**src/hw/rtl/rrpq_pkg.sv**
```systemverilog
package rrpq_pkg;

  localparam int FIELD_PTR_W   = 32;
  localparam int FIELD_WORDS_W = 16;
  localparam int FIELD_SLOT_W  = 3;
  localparam int STATUS_W      = 2;

  localparam logic OP_CREATE = 1'b0;
  localparam logic OP_SELECT = 1'b1;

  localparam logic [STATUS_W-1:0] STATUS_OK   = 2'd0;
  localparam logic [STATUS_W-1:0] STATUS_NULL = 2'd1;
  localparam logic [STATUS_W-1:0] STATUS_FULL = 2'd2;

  typedef struct packed {
    logic                     operation;
    logic                     still_running;
    logic [FIELD_PTR_W-1:0]   stack_pointer;
    logic [FIELD_WORDS_W-1:0] stack_words;
  } req_item_t;

  typedef struct packed {
    logic [STATUS_W-1:0]      status;
    logic                     next_valid;
    logic [FIELD_PTR_W-1:0]   next_stack_pointer;
    logic [FIELD_SLOT_W-1:0]  next_slot;
    logic                     released_valid;
    logic [FIELD_PTR_W-1:0]   released_stack_base;
    logic [FIELD_WORDS_W-1:0] released_stack_words;
  } rsp_item_t;

  typedef enum logic [1:0] {
    ST_IDLE,
    ST_LOOKUP,
    ST_COMMIT
  } state_t;

endpackage

```
**src/hw/rtl/rrpq_slot_table.sv**
```systemverilog
module rrpq_slot_table import rrpq_pkg::*; #(
  parameter int DEPTH  = 8,
  parameter int PTR_W  = 32,
  parameter int SLOT_W = 3
) (
  input  logic                     clk,
  input  logic                     info_we,
  input  logic [SLOT_W-1:0]        info_waddr,
  input  logic [PTR_W-1:0]         base_wdata,
  input  logic [FIELD_WORDS_W-1:0] size_wdata,
  input  logic                     saved_we,
  input  logic [SLOT_W-1:0]        saved_waddr,
  input  logic [PTR_W-1:0]         saved_wdata,
  input  logic [SLOT_W-1:0]        info_raddr,
  input  logic [SLOT_W-1:0]        saved_raddr,
  output logic [PTR_W-1:0]         base_rdata,
  output logic [FIELD_WORDS_W-1:0] size_rdata,
  output logic [PTR_W-1:0]         saved_rdata
);

  logic [PTR_W-1:0]         base_mem  [DEPTH];
  logic [FIELD_WORDS_W-1:0] size_mem  [DEPTH];
  logic [PTR_W-1:0]         saved_mem [DEPTH];

  always_ff @(posedge clk) begin
    if (info_we) begin
      base_mem[info_waddr] <= base_wdata;
      size_mem[info_waddr] <= size_wdata;
    end
    base_rdata <= base_mem[info_raddr];
    size_rdata <= size_mem[info_raddr];
  end

  always_ff @(posedge clk) begin
    if (saved_we) begin
      saved_mem[saved_waddr] <= saved_wdata;
    end
    saved_rdata <= saved_mem[saved_raddr];
  end

endmodule

```
**src/hw/rtl/rrpq_ready_fifo.sv**
```systemverilog
module rrpq_ready_fifo #(
  parameter int DEPTH  = 8,
  parameter int SLOT_W = 3,
  parameter int CNT_W  = 4
) (
  input  logic              clk,
  input  logic              rst,
  input  logic              push,
  input  logic [SLOT_W-1:0] push_slot,
  input  logic              pop,
  output logic [SLOT_W-1:0] head_slot,
  output logic [CNT_W-1:0]  count
);

  localparam logic [SLOT_W-1:0] LAST = SLOT_W'(DEPTH - 1);

  logic [SLOT_W-1:0] mem [DEPTH];
  logic [SLOT_W-1:0] head;
  logic [SLOT_W-1:0] tail;

  always_ff @(posedge clk) begin
    if (push) begin
      mem[tail] <= push_slot;
    end
    head_slot <= mem[head];
  end

  always_ff @(posedge clk) begin
    if (rst) begin
      head  <= '0;
      tail  <= '0;
      count <= '0;
    end else begin
      if (pop) begin
        head <= (head == LAST) ? '0 : head + 1'b1;
      end
      if (push) begin
        tail <= (tail == LAST) ? '0 : tail + 1'b1;
      end
      case ({push, pop})
        2'b10:   count <= count + 1'b1;
        2'b01:   count <= count - 1'b1;
        default: count <= count;
      endcase
    end
  end

endmodule

```
**src/hw/rtl/round_robin_process_queue.sv**
```systemverilog
// Flow: a create goes from the idle state that accepts it straight to commit; a select
// passes through the lookup state, where the table is read, before commit. The block
// handles one transaction at a time and accepts a new request only in the idle state.
// A result waiting at rsp does not block acceptance of the next request; the commit of
// that request waits until rsp is free.
// Reset clears the slot in-use flags, queue pointers and current process; table
// and queue memories are not cleared.
module round_robin_process_queue import rrpq_pkg::*; #(
  parameter int MAX_PROCESSES = 8,
  parameter int POINTER_BITS  = 32
) (
  input  logic      clk,
  input  logic      rst,
  input  logic      req_valid,
  output logic      req_ready,
  input  req_item_t req,
  output logic      rsp_valid,
  input  logic      rsp_ready,
  output rsp_item_t rsp
);

  localparam int SLOT_W = $clog2(MAX_PROCESSES);
  localparam int CNT_W  = $clog2(MAX_PROCESSES + 1);
  localparam logic [CNT_W-1:0] CNT_MAX = CNT_W'(MAX_PROCESSES);

  state_t state;
  state_t state_next;

  req_item_t               cur_req;
  logic [MAX_PROCESSES-1:0] in_use;
  logic [MAX_PROCESSES-1:0] in_use_next;
  logic [SLOT_W-1:0]       current_index;
  logic                    current_present;

  logic                     commit_fire;
  logic [POINTER_BITS-1:0]  ptr_in;
  logic [63:0]              ptr_wide;
  logic [SLOT_W-1:0]        free_slot;
  logic                     has_free;
  logic                     is_create;
  logic                     create_ok;
  logic                     push_cur;
  logic                     release_cur;
  logic                     fifo_nonempty;
  logic                     dispatch;
  logic                     from_cur;
  logic [SLOT_W-1:0]        disp_slot;
  logic [POINTER_BITS-1:0]  disp_ptr;
  logic [63:0]              disp_ptr_wide;
  logic [63:0]              rel_base_wide;
  logic [6:0]               disp_slot_wide;
  rsp_item_t                rsp_next;

  logic                     fifo_push;
  logic [SLOT_W-1:0]        fifo_push_slot;
  logic                     fifo_pop;
  logic [SLOT_W-1:0]        fifo_head_slot;
  logic [CNT_W-1:0]         fifo_count;

  logic                     saved_we;
  logic [SLOT_W-1:0]        saved_waddr;
  logic [POINTER_BITS-1:0]  base_rdata;
  logic [FIELD_WORDS_W-1:0] size_rdata;
  logic [POINTER_BITS-1:0]  saved_rdata;

  rrpq_ready_fifo #(
    .DEPTH  (MAX_PROCESSES),
    .SLOT_W (SLOT_W),
    .CNT_W  (CNT_W)
  ) u_fifo (
    .clk       (clk),
    .rst       (rst),
    .push      (fifo_push),
    .push_slot (fifo_push_slot),
    .pop       (fifo_pop),
    .head_slot (fifo_head_slot),
    .count     (fifo_count)
  );

  rrpq_slot_table #(
    .DEPTH  (MAX_PROCESSES),
    .PTR_W  (POINTER_BITS),
    .SLOT_W (SLOT_W)
  ) u_table (
    .clk         (clk),
    .info_we     (commit_fire && create_ok),
    .info_waddr  (free_slot),
    .base_wdata  (ptr_in),
    .size_wdata  (cur_req.stack_words),
    .saved_we    (saved_we),
    .saved_waddr (saved_waddr),
    .saved_wdata (ptr_in),
    .info_raddr  (current_index),
    .saved_raddr (fifo_head_slot),
    .base_rdata  (base_rdata),
    .size_rdata  (size_rdata),
    .saved_rdata (saved_rdata)
  );

  always_comb begin
    state_next = state;
    case (state)
      ST_IDLE: begin
        if (req_valid) begin
          state_next = (req.operation == OP_CREATE) ? ST_COMMIT : ST_LOOKUP;
        end
      end
      ST_LOOKUP: state_next = ST_COMMIT;
      ST_COMMIT: begin
        if (!rsp_valid || rsp_ready) begin
          state_next = ST_IDLE;
        end
      end
      default: state_next = ST_IDLE;
    endcase
  end

  always_comb begin
    req_ready   = 1'b0;
    commit_fire = 1'b0;
    case (state)
      ST_IDLE:   req_ready = 1'b1;
      ST_LOOKUP: req_ready = 1'b0;
      ST_COMMIT: commit_fire = !rsp_valid || rsp_ready;
      default:   req_ready = 1'b0;
    endcase
  end

  always_comb begin
    free_slot = '0;
    for (int i = MAX_PROCESSES - 1; i >= 0; i--) begin
      if (!in_use[i]) begin
        free_slot = SLOT_W'(i);
      end
    end
  end

  always_comb begin
    ptr_wide      = 64'(cur_req.stack_pointer);
    ptr_in        = ptr_wide[POINTER_BITS-1:0];
    has_free      = !(&in_use);
    is_create     = cur_req.operation == OP_CREATE;
    create_ok     = is_create && (ptr_in != '0) && has_free && (fifo_count < CNT_MAX);
    push_cur      = !is_create && current_present && cur_req.still_running;
    release_cur   = !is_create && current_present && !cur_req.still_running;
    fifo_nonempty = fifo_count != '0;
    from_cur      = push_cur && !fifo_nonempty;
    dispatch      = !is_create && (fifo_nonempty || push_cur);
    disp_slot     = from_cur ? current_index : fifo_head_slot;
    disp_ptr      = from_cur ? ptr_in : saved_rdata;

    fifo_push      = commit_fire && (create_ok || (push_cur && fifo_count < CNT_MAX));
    fifo_push_slot = is_create ? free_slot : current_index;
    fifo_pop       = commit_fire && dispatch;
    saved_we       = commit_fire && (create_ok || push_cur);
    saved_waddr    = is_create ? free_slot : current_index;

    in_use_next = in_use;
    if (create_ok) begin
      in_use_next[free_slot] = 1'b1;
    end
    if (release_cur) begin
      in_use_next[current_index] = 1'b0;
    end

    disp_ptr_wide  = 64'(disp_ptr);
    rel_base_wide  = 64'(base_rdata);
    disp_slot_wide = 7'(disp_slot);

    rsp_next = '0;
    if (is_create) begin
      if (ptr_in == '0) begin
        rsp_next.status = STATUS_NULL;
      end else if (!create_ok) begin
        rsp_next.status = STATUS_FULL;
      end else begin
        rsp_next.status = STATUS_OK;
      end
    end else begin
      rsp_next.status = STATUS_OK;
      if (dispatch) begin
        rsp_next.next_valid         = 1'b1;
        rsp_next.next_stack_pointer = disp_ptr_wide[FIELD_PTR_W-1:0];
        rsp_next.next_slot          = disp_slot_wide[FIELD_SLOT_W-1:0];
      end
      if (release_cur) begin
        rsp_next.released_valid       = 1'b1;
        rsp_next.released_stack_base  = rel_base_wide[FIELD_PTR_W-1:0];
        rsp_next.released_stack_words = size_rdata;
      end
    end
  end

  always_ff @(posedge clk) begin
    if (rst) begin
      state           <= ST_IDLE;
      in_use          <= '0;
      current_index   <= '0;
      current_present <= 1'b0;
      rsp_valid       <= 1'b0;
    end else begin
      state <= state_next;
      if (commit_fire) begin
        in_use    <= in_use_next;
        rsp_valid <= 1'b1;
        if (!is_create) begin
          current_present <= dispatch;
          current_index   <= dispatch ? disp_slot : '0;
        end
      end else if (rsp_ready) begin
        rsp_valid <= 1'b0;
      end
    end
  end

  always_ff @(posedge clk) begin
    if (req_valid && req_ready) begin
      cur_req <= req;
    end
    if (commit_fire) begin
      rsp <= rsp_next;
    end
  end

  a_count_bound: assert property (@(posedge clk) disable iff (rst)
    fifo_count <= CNT_MAX)
    else $error("ready queue count exceeds table depth");

  a_slots_cover_queue: assert property (@(posedge clk) disable iff (rst)
    (32'(fifo_count) + 32'(current_present)) <= 32'($countones(in_use)))
    else $error("queued or current processes exceed slots in use");

  a_dispatch_in_use: assert property (@(posedge clk) disable iff (rst)
    (commit_fire && dispatch) |-> in_use[disp_slot])
    else $error("dispatched slot is not in use");

  a_accept_leaves_idle: assert property (@(posedge clk) disable iff (rst)
    (req_valid && req_ready) |=> (state != ST_IDLE))
    else $error("accepted transaction did not start processing");

endmodule

```
**config.mk**
```make
export PLATFORM = sky130hd
export DESIGN_NAME = round_robin_process_queue
export DESIGN_NICKNAME = d
export VERILOG_FILES = /design/src/hw/rtl/rrpq_pkg.sv /design/src/hw/rtl/rrpq_slot_table.sv /design/src/hw/rtl/rrpq_ready_fifo.sv /design/src/hw/rtl/round_robin_process_queue.sv
export SDC_FILE = /design/constraint.sdc
export NUM_CORES = 1
export LEC_CHECK = 0
export BUFFER_PORTS_ARGS = -buffer_cell sky130_fd_sc_hd__buf_2
export CORE_MARGIN = 1
export CORE_UTILIZATION = 40
export DETAILED_ROUTE_END_ITERATION = 12
export MAX_ROUTING_LAYER = met4
export SETUP_SLACK_MARGIN = 0.02
export SYNTH_ARGS = -nofsm -noshare
export SYNTH_HDL_FRONTEND = slang
export SYNTH_SLANG_ARGS = --single-unit
```
**constraint.sdc**
```tcl
create_clock -name clk -period 5.6 [get_ports clk]
set_input_delay 0.84 -clock clk [delete_from_list [all_inputs] [get_ports clk]]
set_output_delay 0.84 -clock clk [all_outputs]
set_load 0.1 [all_outputs]
```
==> impl_metrics.json <==
{
  "outcome": "finished clean",
  "yosysMostFrequentCell": "edfxtp_1",
  "setup_tns_ns": 0,
  "critPathKind": "flop to flop",
  "post-place-ws_ns": 1.27,
  "gp_congestion": 0.764,
  "cts_tree": "yes",
  "synthCells": 1496,
  "endpoint_kind": "flop",
  "wl_per_cell_um": 24.2,
  "worstReg2RegEnd": "u_fifo.count[2]",
  "required_ns": 6.15,
  "p_per_area_nw_per_um2": 373,
  "yosys.area.top_type": "edfxtp_1",
  "first_pass_iters": 5,
  "max_freq_mhz": 235,
  "root_buffer": "clkbuf_16",
  "min_to": "ptr_in[10]",
  "io_buffers": 142,
  "synth_cell_types": 50,
  "worst_pin_slew_ns": 1.14,
  "dieArea_sq_um": 83500,
  "synthArstFlopShare_pct": 0,
  "cts_buffer_depth": 3,
  "ctsResizeCount": 0,
  "clk_pin_slew_ns": 0.06,
  "worstPathArrival_ns": 4.80,
  "post_cts_buffers": 0,
  "grt_antenna_before_repair": 1,
  "post-route-period-util_pct": 75.9,
  "ff2ff_path_depth": 11,
  "synthesis.nets": 1557,
  "hp-start": "req[26]",
  "grt_pass1_vias": 15400,
  "yosysSeqAreaShare_pct": 79.6,
  "syn_avg_cell_area_sq_um": 22.0,
  "insertedDiodeCount": 0,
  "synth_seq_cells": 909,
  "synth_commonest_cells": "edfxtp_1, mux4_2, dfxtp_1, mux2_2, and2_1",
  "cts.sinks": 909,
  "fin_nets": 1753,
  "drv_cap": 0,
  "clk_latency_ns": 0.64,
  "htreeDepth": 3,
  "reg2reg_slack_ns": 1.35,
  "rsz0062_at_grt": "false",
  "drt-total-wl_mm": 68.4,
  "start_util_pct": 40.7,
  "min_path_cells": 1,
  "period_needed_ns": 4.25,
  "grt_pass1_wl_mm": 101,
  "setup-violations-final": 0,
  "cts_made_buffers": 91,
  "fill_cells": 6624,
  "slew_violations": 0,
  "vias": 15000,
  "vias_per_cell": 5.31,
  "yosysWarnings": 0,
  "overflow": 0,
  "ys_top_cells_by_area": "edfxtp_1, mux4_2, dfxtp_1",
  "layout_setup_ws_ns": 1.35,
  "syn_area_sq_um": 32900,
  "hp-class": "primary input to flop",
  "hold_buffers": 0,
  "leakage_nw": 12.3,
  "drc": 0,
  "row_count": 104,
  "syn_to_final_growth_pct": 16.0,
  "drive_gt1_share_pct": 33.9,
  "die_w_um": 289,
  "finClkSkew_ns": 0.0197,
  "peakVddDrop_uv": 252,
  "dpl.hpwl_mm": 36.5,
  "io_pins": 143,
  "postRouteAntennaNets": 0,
  "grt_usage_pct": 17.1,
  "drt_iter0_drc": 1102,
  "die_y_um": 289,
  "path_max_fanout": 18,
  "grt_max_degree": 66,
  "setup.worst_path.start_class": "flop",
  "synth_edf_count": 801,
  "synth_top_area_share_pct": 73.0,
  "synth-main-ff-cell": "edfxtp_1",
  "hold_violations": 0,
  "core_sq_um": 80900,
  "reg2reg_from": "ptr_in[10]",
  "slew_headroom_pct": 23.8
}
==> area by class of cell <==
type                    count  area, sq um  share of cell area (%)
clock buffers             112         2420                    6.32
multi-input cells         512         6510                    17.0
repair buffers            171          928                    2.43
well taps                1060         1330                    3.47
flip-flops and latches    909        26200                    68.7
clock inverters            59          756                    1.98
inverters                   7         28.8                  0.0753
==> worst max path at each step <==
stage	from	endpoint	slack, ns	cells past startpoint
after detailed placement	ptr_in[13]	u_fifo.count[2]	1.27	11
after CTS	ptr_in[13]	u_fifo.count[2]	1.25	11
after global routing	ptr_in[13]	u_fifo.count[2]	0.88	11
final	ptr_in[10]	u_fifo.count[2]	1.35	11
after floorplan	rsp_valid	u_table.saved_mem[2][0]	1.0	6
after global placement	ptr_in[13]	u_fifo.count[3]	1.50	10
==> state kept, by name, indices dropped and copies added, names as in the netlist <==
name and cells:
u_fifo.tail 3, u_fifo.mem 24, current_present 1, u_fifo.head 3, u_table.size_rdata 16, u_table.base_mem 256, cur_req 18, state 2
ptr_in 32, rsp_valid 1, in_use 8, u_fifo.count 4, rsp 87, current_index 3, u_table.saved_rdata 32, u_table.saved_mem 256
u_table.base_rdata 32, u_fifo.head_slot 3, u_table.size_mem 128
==> metal layers <==
metal,track usage (%),part of all wire [%],vias up
li1,-,-,6531
met2,26.1,48,433
met1,23.5,45,7958
met4,4.47,1.8,0
met5,-,0,-
met3,3.28,5.7,97
==> placed cells by master, fill, tap and decap left out, types with 6 or more instances in the layout <==
cell type and count:
edfxtp_1 801, mux4_2 166, buf_2 142, dfxtp_1 102, clkbuf_16 91, mux2_2 85, and2_1 48, a22o_1 35
nand2_1 32, buf_4 29, a21oi_1 16, clkinv_1 15, clkbuf_1 15, clkinv_2 15, bufinv_16 15, nor2_1 14
nor3_1 13, nor2_4 11, nor4_1 10, nand3_1 8, ha_1 7, inv_1 6, clkbuf_8 6
==> power by group <==
group | leakage (nW) | internal (mW) | switching, mW | total [mW]
Combinational | 2.60 | 0.0838 | 0.258 | 0.341
Sequential | 8.20 | 7.47 | 0.105 | 7.57
Clock | 1.54 | 3.78 | 2.54 | 6.32
==> worst max-delay path, cell delays in order (launching register included) <==
cell and delay [ns]:
edfxtp_1 0.61, nor4_1 0.53, nand4_1 0.46, o211a_1 0.51
nor2_2 0.55, ha_1 0.40, xor2_1 0.20, ha_1 0.17
a21oi_1 0.05, xor2_1 0.15, or3_1 0.33, a21oi_1 0.19
==> per-stage QoR <==
stage	std cells	instance area [sq um]	hold slack [ns]	util [%]	power [mW]
2_1_floorplan	1496	32900	0.463	-	7.92
3_3_place_gp	2659	35000	0.488	43.3	8.05
3_5_place_dp	2659	35000	0.491	43.3	8.07
4_1_cts	2830	38200	0.328	47.2	14.4
5_1_grt	2830	38200	0.337	47.2	14.7
6_report	2830	38200	0.374	47.2	14.2
==> cell families (layout without fill, tap and decap cells) <==
group,after synthesis,count (layout),synth area share [%]
adders and majority gates,7,7,0.266
muxes,254,254,14.3
AOI/OAI and AO/OA,75,75,1.81
xor gates and xnor gates,3,3,0.0798
buffers and inverters,75,349,0.984
DFF,909,909,79.6
and+or+nand+nor,173,173,2.91
No activity file was read; power rests on OpenSTA's default activity.
